===== src/rtl/chtr_pkg.sv =====
// Package: status codes, opcodes and widths shared by the hash table block.
package chtr_pkg;

  localparam int unsigned KeyW = 64;
  localparam int unsigned LenW = 4;
  localparam int unsigned ValW = 34;

  typedef enum logic [1:0] {
    OP_INSERT = 2'd0,
    OP_FIND   = 2'd1,
    OP_DELETE = 2'd2,
    OP_NONE   = 2'd3
  } op_e;

  typedef enum logic [2:0] {
    ST_INSERTED  = 3'd0,
    ST_FOUND     = 3'd1,
    ST_NOT_FOUND = 3'd2,
    ST_DELETED   = 3'd3,
    ST_FULL      = 3'd4
  } status_e;

endpackage


===== src/rtl/chained_hash_table_with_replacement.sv =====
// Top level: chained hash table with replacement and a small sequencer.
//
// Usage: one request word enters on the in channel (in_valid_i / in_stall_o)
// with opcode, key, key length and value. One result word leaves on the out
// channel (out_valid_o / out_stall_i) with status, value and slot.
// The home slot is key_len modulo TABLE_SIZE, taken from a small constant table.
// Keys, lengths and values live in a memory with one read port; the sequencer
// reads one slot per cycle, and a chain walk compares one slot per cycle.
// An insert checks home; if home is taken it searches for a free slot, then
// copies home out and scans for its predecessor (home held by another
// chain) or walks to the chain tail; then it writes and is done. Find and
// delete walk the chain; deleting a chain head may first pull its successor.
// The block takes one request at a time; in_stall_o is high while busy or
// while a result is held. A finished result waits in the output register
// until out_stall_i is low; no request is taken meanwhile, and the next
// request is taken at the earliest in the cycle after the result leaves.
// Reset clears the used bits and the links (null) at once; key, length and
// value storage is not cleared and is read only for used slots.
module chained_hash_table_with_replacement #(
  parameter int unsigned TABLE_SIZE = 16
) (
  input  logic                   clk_i,
  input  logic                   rst_ni,
  input  logic                   in_valid_i,
  output logic                   in_stall_o,
  input  logic [1:0]             opcode_i,
  input  logic [chtr_pkg::KeyW-1:0] key_bytes_i,
  input  logic [chtr_pkg::LenW-1:0] key_len_i,
  input  logic [chtr_pkg::ValW-1:0] phone_value_i,
  output logic                   out_valid_o,
  input  logic                   out_stall_i,
  output logic [2:0]             status_o,
  output logic [chtr_pkg::ValW-1:0] found_value_o,
  output logic [3:0]             slot_index_o
);
  import chtr_pkg::*;

  localparam int unsigned SW = (TABLE_SIZE > 1) ? $clog2(TABLE_SIZE) : 1;
  localparam int unsigned LW = SW + 1;  // link width, null = TABLE_SIZE
  localparam logic [LW-1:0] NIL = LW'(TABLE_SIZE);
  localparam int unsigned NLEN = 1 << LenW;

  // sequencer states
  localparam logic [3:0] S_IDLE   = 4'd0;
  localparam logic [3:0] S_HOME   = 4'd1;  // home data is valid
  localparam logic [3:0] S_FREE   = 4'd2;  // scan used bits for free slot
  localparam logic [3:0] S_PRED   = 4'd3;  // scan links for home's predecessor
  localparam logic [3:0] S_MOVE   = 4'd4;  // write home copy into free slot
  localparam logic [3:0] S_PUT    = 4'd5;  // write new record
  localparam logic [3:0] S_TAIL   = 4'd6;  // walk to chain tail
  localparam logic [3:0] S_RD     = 4'd7;  // issue read of cur
  localparam logic [3:0] S_CMP    = 4'd8;  // compare cur data
  localparam logic [3:0] S_PULLRD = 4'd9;  // wait read of successor
  localparam logic [3:0] S_PULL   = 4'd10; // copy successor into head
  localparam logic [3:0] S_DONE   = 4'd11;

  // home slot of every key length, reduced by repeated subtraction
  function automatic logic [NLEN*SW-1:0] home_lut_f();
    logic [NLEN*SW-1:0] lut;
    int unsigned v;
    lut = '0;
    for (int unsigned i = 0; i < NLEN; i++) begin
      v = i;
      while (v >= TABLE_SIZE) v = v - TABLE_SIZE;
      lut[i*SW +: SW] = SW'(v);
    end
    return lut;
  endfunction

  localparam logic [NLEN*SW-1:0] HOME_LUT = home_lut_f();

  typedef struct packed {
    logic [KeyW-1:0] key;
    logic [LenW-1:0] len;
    logic [ValW-1:0] val;
  } rec_t;

  // storage
  rec_t            mem_q [TABLE_SIZE];
  rec_t            rd_q;
  logic [TABLE_SIZE-1:0] used_q;
  logic [LW-1:0]   link_q [TABLE_SIZE];

  logic [3:0]      state_q, state_d;
  logic [1:0]      op_q;
  rec_t            req_q;
  logic [SW-1:0]   home_q;
  logic [LW-1:0]   cur_q, cur_d, prev_q, prev_d, fr_q, fr_d;
  logic [LW-1:0]   idx_q, idx_d;   // scan counter, may reach TABLE_SIZE
  logic [LW-1:0]   steps_q, steps_d;
  logic            out_valid_q;
  logic [2:0]      status_q, status_d;
  logic [ValW-1:0] fval_q, fval_d;
  logic [3:0]      slot_q, slot_d;

  // memory port controls
  logic            rd_en;
  logic [SW-1:0]   rd_addr;
  logic            wr_en;
  logic [SW-1:0]   wr_addr;
  rec_t            wr_data;
  logic            accept;

  assign accept     = in_valid_i && !in_stall_o;
  assign in_stall_o = (state_q != S_IDLE) || out_valid_q;

  function automatic logic [SW-1:0] home_of(input logic [LenW-1:0] l);
    return HOME_LUT[l*SW +: SW];
  endfunction

  function automatic logic req_q_op_find();
    return op_q == OP_FIND;
  endfunction

  // the one compare unit: key and length of the registered read
  logic matched;
  assign matched = used_q[cur_q[SW-1:0]] && rd_q.key == req_q.key && rd_q.len == req_q.len;

  logic [LW-1:0] nxt_cur;
  assign nxt_cur = (link_q[cur_q[SW-1:0]] < NIL) ? link_q[cur_q[SW-1:0]] : NIL;

  // link and used updates from the sequencer
  logic            lk_en;
  logic [SW-1:0]   lk_addr;
  logic [LW-1:0]   lk_data;
  logic            us_set, us_clr;
  logic [SW-1:0]   us_addr, us_addr2;

  always_comb begin
    state_d  = state_q;
    cur_d    = cur_q;
    prev_d   = prev_q;
    fr_d     = fr_q;
    idx_d    = idx_q;
    steps_d  = steps_q;
    status_d = status_q;
    fval_d   = fval_q;
    slot_d   = slot_q;
    rd_en    = 1'b0;
    rd_addr  = cur_q[SW-1:0];
    wr_en    = 1'b0;
    wr_addr  = home_q;
    wr_data  = req_q;
    lk_en    = 1'b0;
    lk_addr  = home_q;
    lk_data  = NIL;
    us_set   = 1'b0;
    us_clr   = 1'b0;
    us_addr  = home_q;
    us_addr2 = home_q;
    unique case (state_q)
      S_IDLE: begin
        if (accept) begin
          rd_en    = 1'b1;
          rd_addr  = home_of(key_len_i);
          cur_d    = LW'(home_of(key_len_i));
          prev_d   = NIL;
          steps_d  = '0;
          idx_d    = '0;
          status_d = ST_NOT_FOUND;
          fval_d   = '0;
          slot_d   = '0;
          unique case (opcode_i) inside
            OP_INSERT: state_d = S_HOME;
            OP_FIND, OP_DELETE: state_d = S_CMP;
            default: state_d = S_DONE;
          endcase
        end
      end
      S_HOME: begin
        if (!used_q[home_q]) begin
          fr_d    = LW'(home_q);
          state_d = S_PUT;
        end else begin
          idx_d   = '0;
          state_d = S_FREE;
        end
      end
      // one used bit per cycle
      S_FREE: begin
        if (idx_q == NIL) begin
          status_d = ST_FULL;
          state_d  = S_DONE;
        end else if (!used_q[idx_q[SW-1:0]]) begin
          fr_d = idx_q;
          idx_d = '0;
          if (home_of(rd_q.len) != home_q) state_d = S_MOVE;
          else begin
            cur_d   = LW'(home_q);
            steps_d = LW'(1);
            state_d = S_TAIL;
          end
        end else begin
          idx_d = idx_q + LW'(1);
        end
      end
      S_MOVE: begin
        wr_en   = 1'b1;
        wr_addr = fr_q[SW-1:0];
        wr_data = rd_q;
        us_set  = 1'b1;
        us_addr = fr_q[SW-1:0];
        lk_en   = 1'b1;
        lk_addr = fr_q[SW-1:0];
        lk_data = link_q[home_q];
        state_d = S_PRED;
      end
      // one link per cycle; first one pointing at home is redirected
      S_PRED: begin
        if (idx_q == NIL) begin
          fr_d    = LW'(home_q);
          state_d = S_PUT;
        end else if (link_q[idx_q[SW-1:0]] == LW'(home_q)) begin
          lk_en   = 1'b1;
          lk_addr = idx_q[SW-1:0];
          lk_data = fr_q;
          fr_d    = LW'(home_q);
          state_d = S_PUT;
        end else begin
          idx_d = idx_q + LW'(1);
        end
      end
      // follow links to the tail, then hook the free slot on
      S_TAIL: begin
        if (steps_q >= LW'(TABLE_SIZE) || nxt_cur == NIL) begin
          lk_en   = 1'b1;
          lk_addr = cur_q[SW-1:0];
          lk_data = fr_q;
          state_d = S_PUT;
        end else begin
          cur_d   = nxt_cur;
          steps_d = steps_q + LW'(1);
        end
      end
      // keep a self link that the tail hook just put on the free slot
      S_PUT: begin
        wr_en    = 1'b1;
        wr_addr  = fr_q[SW-1:0];
        us_set   = 1'b1;
        us_addr  = fr_q[SW-1:0];
        if (!(fr_q != LW'(home_q) && link_q[fr_q[SW-1:0]] == fr_q)) begin
          lk_en   = 1'b1;
          lk_addr = fr_q[SW-1:0];
          lk_data = NIL;
        end
        status_d = ST_INSERTED;
        slot_d   = 4'(fr_q);
        state_d  = S_DONE;
      end
      S_RD: begin
        rd_en   = 1'b1;
        state_d = S_CMP;
      end
      S_CMP: begin
        if (matched) begin
          if (req_q_op_find()) begin
            status_d = ST_FOUND;
            fval_d   = rd_q.val;
            slot_d   = 4'(cur_q);
            state_d  = S_DONE;
          end else begin
            status_d = ST_DELETED;
            if (prev_q != NIL) begin
              lk_en   = 1'b1;
              lk_addr = prev_q[SW-1:0];
              lk_data = link_q[cur_q[SW-1:0]];
              us_clr  = 1'b1;
              us_addr2 = cur_q[SW-1:0];
              slot_d  = 4'(cur_q);
              state_d = S_DONE;
            end else if (nxt_cur != NIL && nxt_cur != cur_q) begin
              rd_en   = 1'b1;
              rd_addr = nxt_cur[SW-1:0];
              fr_d    = nxt_cur;
              state_d = S_PULLRD;
            end else begin
              lk_en   = 1'b1;
              lk_addr = cur_q[SW-1:0];
              lk_data = NIL;
              us_clr  = 1'b1;
              us_addr2 = cur_q[SW-1:0];
              slot_d  = 4'(cur_q);
              state_d = S_DONE;
            end
          end
        end else if (steps_q + LW'(1) >= LW'(TABLE_SIZE) || nxt_cur == NIL) begin
          state_d = S_DONE;
        end else begin
          prev_d  = cur_q;
          cur_d   = nxt_cur;
          steps_d = steps_q + LW'(1);
          rd_addr = nxt_cur[SW-1:0];
          rd_en   = 1'b1;
        end
      end
      S_PULLRD: state_d = S_PULL;
      S_PULL: begin
        wr_en    = 1'b1;
        wr_addr  = cur_q[SW-1:0];
        wr_data  = rd_q;
        lk_en    = 1'b1;
        lk_addr  = cur_q[SW-1:0];
        lk_data  = link_q[fr_q[SW-1:0]];
        us_clr   = 1'b1;
        us_addr2 = fr_q[SW-1:0];
        slot_d   = 4'(fr_q);
        state_d  = S_DONE;
      end
      S_DONE: state_d = S_IDLE;
      default: state_d = S_IDLE;
    endcase
  end

  // memory: one write and one registered read per cycle
  always_ff @(posedge clk_i) begin
    if (wr_en) mem_q[wr_addr] <= wr_data;
    if (rd_en) rd_q <= mem_q[rd_addr];
  end

  // used bits and links, cleared at reset
  always_ff @(posedge clk_i or negedge rst_ni) begin
    if (!rst_ni) begin
      used_q <= '0;
      for (int i = 0; i < TABLE_SIZE; i++) link_q[i] <= NIL;
    end else begin
      if (us_set) used_q[us_addr] <= 1'b1;
      if (us_clr) begin
        used_q[us_addr2] <= 1'b0;
        // a used-bit clear also nulls the freed link unless overwritten this cycle
        if (!(lk_en && lk_addr == us_addr2)) link_q[us_addr2] <= NIL;
      end
      if (lk_en) link_q[lk_addr] <= lk_data;
    end
  end

  // control and result registers
  always_ff @(posedge clk_i or negedge rst_ni) begin
    if (!rst_ni) begin
      state_q     <= S_IDLE;
      out_valid_q <= 1'b0;
      cur_q       <= '0;
      prev_q      <= NIL;
      fr_q        <= '0;
      idx_q       <= '0;
      steps_q     <= '0;
      op_q        <= '0;
      home_q      <= '0;
    end else begin
      state_q <= state_d;
      cur_q   <= cur_d;
      prev_q  <= prev_d;
      fr_q    <= fr_d;
      idx_q   <= idx_d;
      steps_q <= steps_d;
      if (accept) begin
        op_q   <= opcode_i;
        home_q <= home_of(key_len_i);
      end
      if (state_q == S_DONE) out_valid_q <= 1'b1;
      else if (out_valid_q && !out_stall_i) out_valid_q <= 1'b0;
    end
  end

  // hold request payload and result words
  always_ff @(posedge clk_i) begin
    if (accept) begin
      req_q.key <= key_bytes_i;
      req_q.len <= key_len_i;
      req_q.val <= phone_value_i;
    end
    status_q <= status_d;
    fval_q   <= fval_d;
    slot_q   <= slot_d;
  end

  assign out_valid_o   = out_valid_q;
  assign status_o      = status_q;
  assign found_value_o = fval_q;
  assign slot_index_o  = slot_q;

endmodule

===== config.mk =====
export PLATFORM = sky130hd
export DESIGN_NAME = chained_hash_table_with_replacement
export DESIGN_NICKNAME = d
export VERILOG_FILES = /design/src/rtl/chtr_pkg.sv /design/src/rtl/chained_hash_table_with_replacement.sv
export SDC_FILE = /design/constraint.sdc
export NUM_CORES = 2
export LEC_CHECK = 0
export BUFFER_PORTS_ARGS = -buffer_cell sky130_fd_sc_hd__buf_2
export CORE_UTILIZATION = 30
export DETAILED_ROUTE_END_ITERATION = 8
export MAX_ROUTING_LAYER = met4
export PLACE_DENSITY = 0.44
export SLEW_MARGIN = 20
export SYNTH_ARGS = -nofsm -noshare
export SYNTH_HDL_FRONTEND = slang
export SYNTH_SLANG_ARGS = --single-unit

===== constraint.sdc =====
create_clock -name clk_i -period 33.8 [get_ports clk_i]
set_input_delay 6.76 -clock clk_i [delete_from_list [all_inputs] [get_ports clk_i]]
set_output_delay 6.76 -clock clk_i [all_outputs]
set_load 0.03 [all_outputs]

==> reports/results.ini <==
[cts]
postCtsHoldBufs = 0
worstSkewPairLatency_ns = 0.90
clkTransAtPathRegs_ns = 0.06
cts_tree = built
numClockSinks = 2009
postCtsSetupBuffers = 0
root_buffer = clkbuf_16
htreeDepth = 4
cts_resized = 0
numCtsBuffers = 228
clockBufferDepth = 4

[timing]
rsz0062_at_grt = no
skew_ns = 0.0850
tightest_slew_ns = 1.12
max_freq_mhz = 83.9
setup-tns-final_ns = 0
fin_crit_sh_pct = 35.3
worst_slack_ns = 21.88
report.final.setup_viol = 0
finalMaxSlewViolations = 0
relSlewSlack_pct = 25.6
hold_viol = 0
min_period_ns = 11.92

[synth]
syn_inst = 5039
ys_async_sr_fraction_pct = 6.57
syn-num-nets = 5152
synthTopCellsByArea = edfxtp_1, mux2i_1, dfrtp_1
synth.avg_cell_area_sq_um = 17.0
ys_seq_elements = 2009
ys_seq_area_share_pct = 69.5
ys_top_cells_by_count = edfxtp_1, mux2i_1, nor2_1
synth_edf_count = 1877
synth_flop_cell = edfxtp_1
yosys.area.top_type = edfxtp_1
syn-cell-area_sq_um = 85900
yosysMostFrequentCell = edfxtp_1
synth_cell_types = 84
synth_top_area_share_pct = 65.6
ys_warn_count = 0

[floorplan]
die-area_sq_um = 288000
ios = 151
initial_core_util_pct = 30.1
die_h_um = 537
num_rows = 196
core_area_sq_um = 285000
die_x_um = 537

[worst_setup_path]
crit_fanout = 123
critPathTopFamily = buffers and inverters
worst-path-buf-inv = 6
endpoint_kind = flip-flop
cp-start-kind = input port
cpPeakStageDelay_ns = 0.82
cp_slowest_cell = buf_4
r2r_end = rd_q[68]$_DFFE_PP_
cp.required_ns = 34.39
cp.depth = 15
crit_path_cell_trace = buf_2, nand2_1, nand3_1, nand2_1, nand2_1, o2111ai_4, buf_4, buf_4, buf_12, buf_4, buf_4, mux2i_1, mux2i_1, mux2i_1, mux2i_1
r2r.worst_path.cells = 18
critPathArrivalTime_ns = 12.51
rrSetupSlack_ns = 24.85
path_class = input port to flip-flop
r2r_start = req_q[88]$_DFFE_PP_

[drt]
first_pass_iters = 7
wl_mm = 246
viasPerCell = 4.94
vias = 45500
drtAntennaViolNets = 0
drt_iter0_markers = 3200
wl_per_cell_um = 26.7
route.detailed.drc = 2

[hold_path]
worstHoldStart = steps_q[3]$_DFFE_PN0P_
min_to = steps_q[3]$_DFFE_PN0P_
whs_path_depth = 1
hold_path_class = flip-flop to flip-flop

[power_and_ir_drop]
power_density_nw_per_um2 = 102
leakagePower_nw = 34.3
power.ir.vdd_worst_mv = 0.122
p_total_mw = 10.1

[layout]
fillers = 27200
multiInputGateArea_sq_um = 25000
drive_above_1_share_pct = 15.6
finish.utilization_pct = 34.5
area_growth_pct = 14.6
regArea_sq_um = 59700
layout.cells.non_filler = 9201
final_nets = 5368

[global_route]
antenna_found_initial = 22
grt_use_total_pct = 17.3
grt_pass1_vias = 46000
grt_max_degree = 124
grt_pass1_wl_mm = 349
globalRouteOverflowTotal = 0

[placement]
dpl.hpwl_mm = 129
pre_cts_slack_ns = 20.99
port_buffers = 150
gp_congestion = 0.843
dpl.cell_count = 8786

[outcome]
status = finished, violations left
violations = DRC

[run]
max_cap_violations = 0

flip-flops by register name (all words and copies together), names as in the netlist, 16 cells and up:
signal and flops:
found_value_o 34, link_q 80, mem_q 1632, rd_q 102
req_q 102, used_q 16
worst max path at each step:
stage	start	endpoint	slack [ns]
after floorplan	state_q[1]$_DFFE_PN0P_	mem_q[6][0]$_DFFE_PP_	21.53
after global placement	in_valid_i	rd_q[52]$_DFFE_PP_	21.01
after detailed placement	in_valid_i	rd_q[50]$_DFFE_PP_	20.99
after CTS	in_valid_i	rd_q[95]$_DFFE_PP_	21.93
after global routing	in_valid_i	rd_q[50]$_DFFE_PP_	21.49
final	in_valid_i	rd_q[68]$_DFFE_PP_	21.88
worst register-to-register path: stages (launching register included):
cell       delay, ns
edfxtp_1        0.47
xnor2_1         0.82
nand4_1         0.26
nor4_1          0.56
nand3_1         0.60
nor3b_2         0.34
buf_4           0.27
mux2i_1         0.45
nand3_1         0.19
o2111ai_4       0.16
buf_4           0.67
buf_4           0.69
buf_12          0.75
buf_4           1.03
buf_4           0.77
mux2i_1         0.32
mux2i_1         0.10
mux2i_1         0.16
mux2i_1         0.08
area by class of cell:
type                    count  area share (%)
inverters                  30           0.122
clock inverters           138            1.13
well taps                3762            4.78
flip-flops and latches   2009            60.6
multi-input cells        2722            25.4
diodes                      7          0.0178
clock buffers             269            6.05
repair buffers            264            1.85
layout by cell type (no fill, tap or decap), types with 22 or more instances in the layout:
master	count
a211oi_1	30
a21oi_1	62
a31oi_1	22
and3_1	46
buf_2	149
buf_4	97
clkbuf_1	35
clkbuf_16	231
clkinv_1	69
clkinv_2	51
dfrtp_1	111
edfxtp_1	1877
mux2_2	114
mux2i_1	1607
mux4_2	85
nand2_1	104
nand3_1	34
nand4_1	25
nor2_1	150
nor2b_1	26
o21ai_0	64
xnor2_1	74
power by group:
group | internal (mW) | switching, mW
sequential | 3.40 | 0.167
combinational | 1.56 | 2.56
clock | 1.38 | 0.999
metrics by stage:
step	cell area (sq um)	hold WS [ns]
after floorplan	85900	0.445
after detailed placement	91300	0.466
final	98400	0.485
after CTS	98400	0.483
after global routing	98400	0.515
after global placement	91300	0.464
layer usage:
metal	up-vias	global-route usage [%]	part of all wire (%)
met2	1053	27.0	46
li1	20200	-	-
met3	355	2.40	4.1
met5	-	-	0
met4	0	3.77	2.0
met1	23800	23.9	48
cell families (layout without fill, tap and decap cells):
group,after synthesis,after routing,synth area share (%)
AO/OA/AOI/OAI,319,319,2.54
buffers and inverters,308,701,1.60
adder cells (fa/ha/maj),5,5,0.0728
AND/OR/NAND/NOR,500,500,2.84
flip-flops,2009,2009,69.5
XOR/XNOR,89,89,0.908
multiplexers,1809,1809,22.5
other,0,7,0
(Power assumes the default switching activity.)
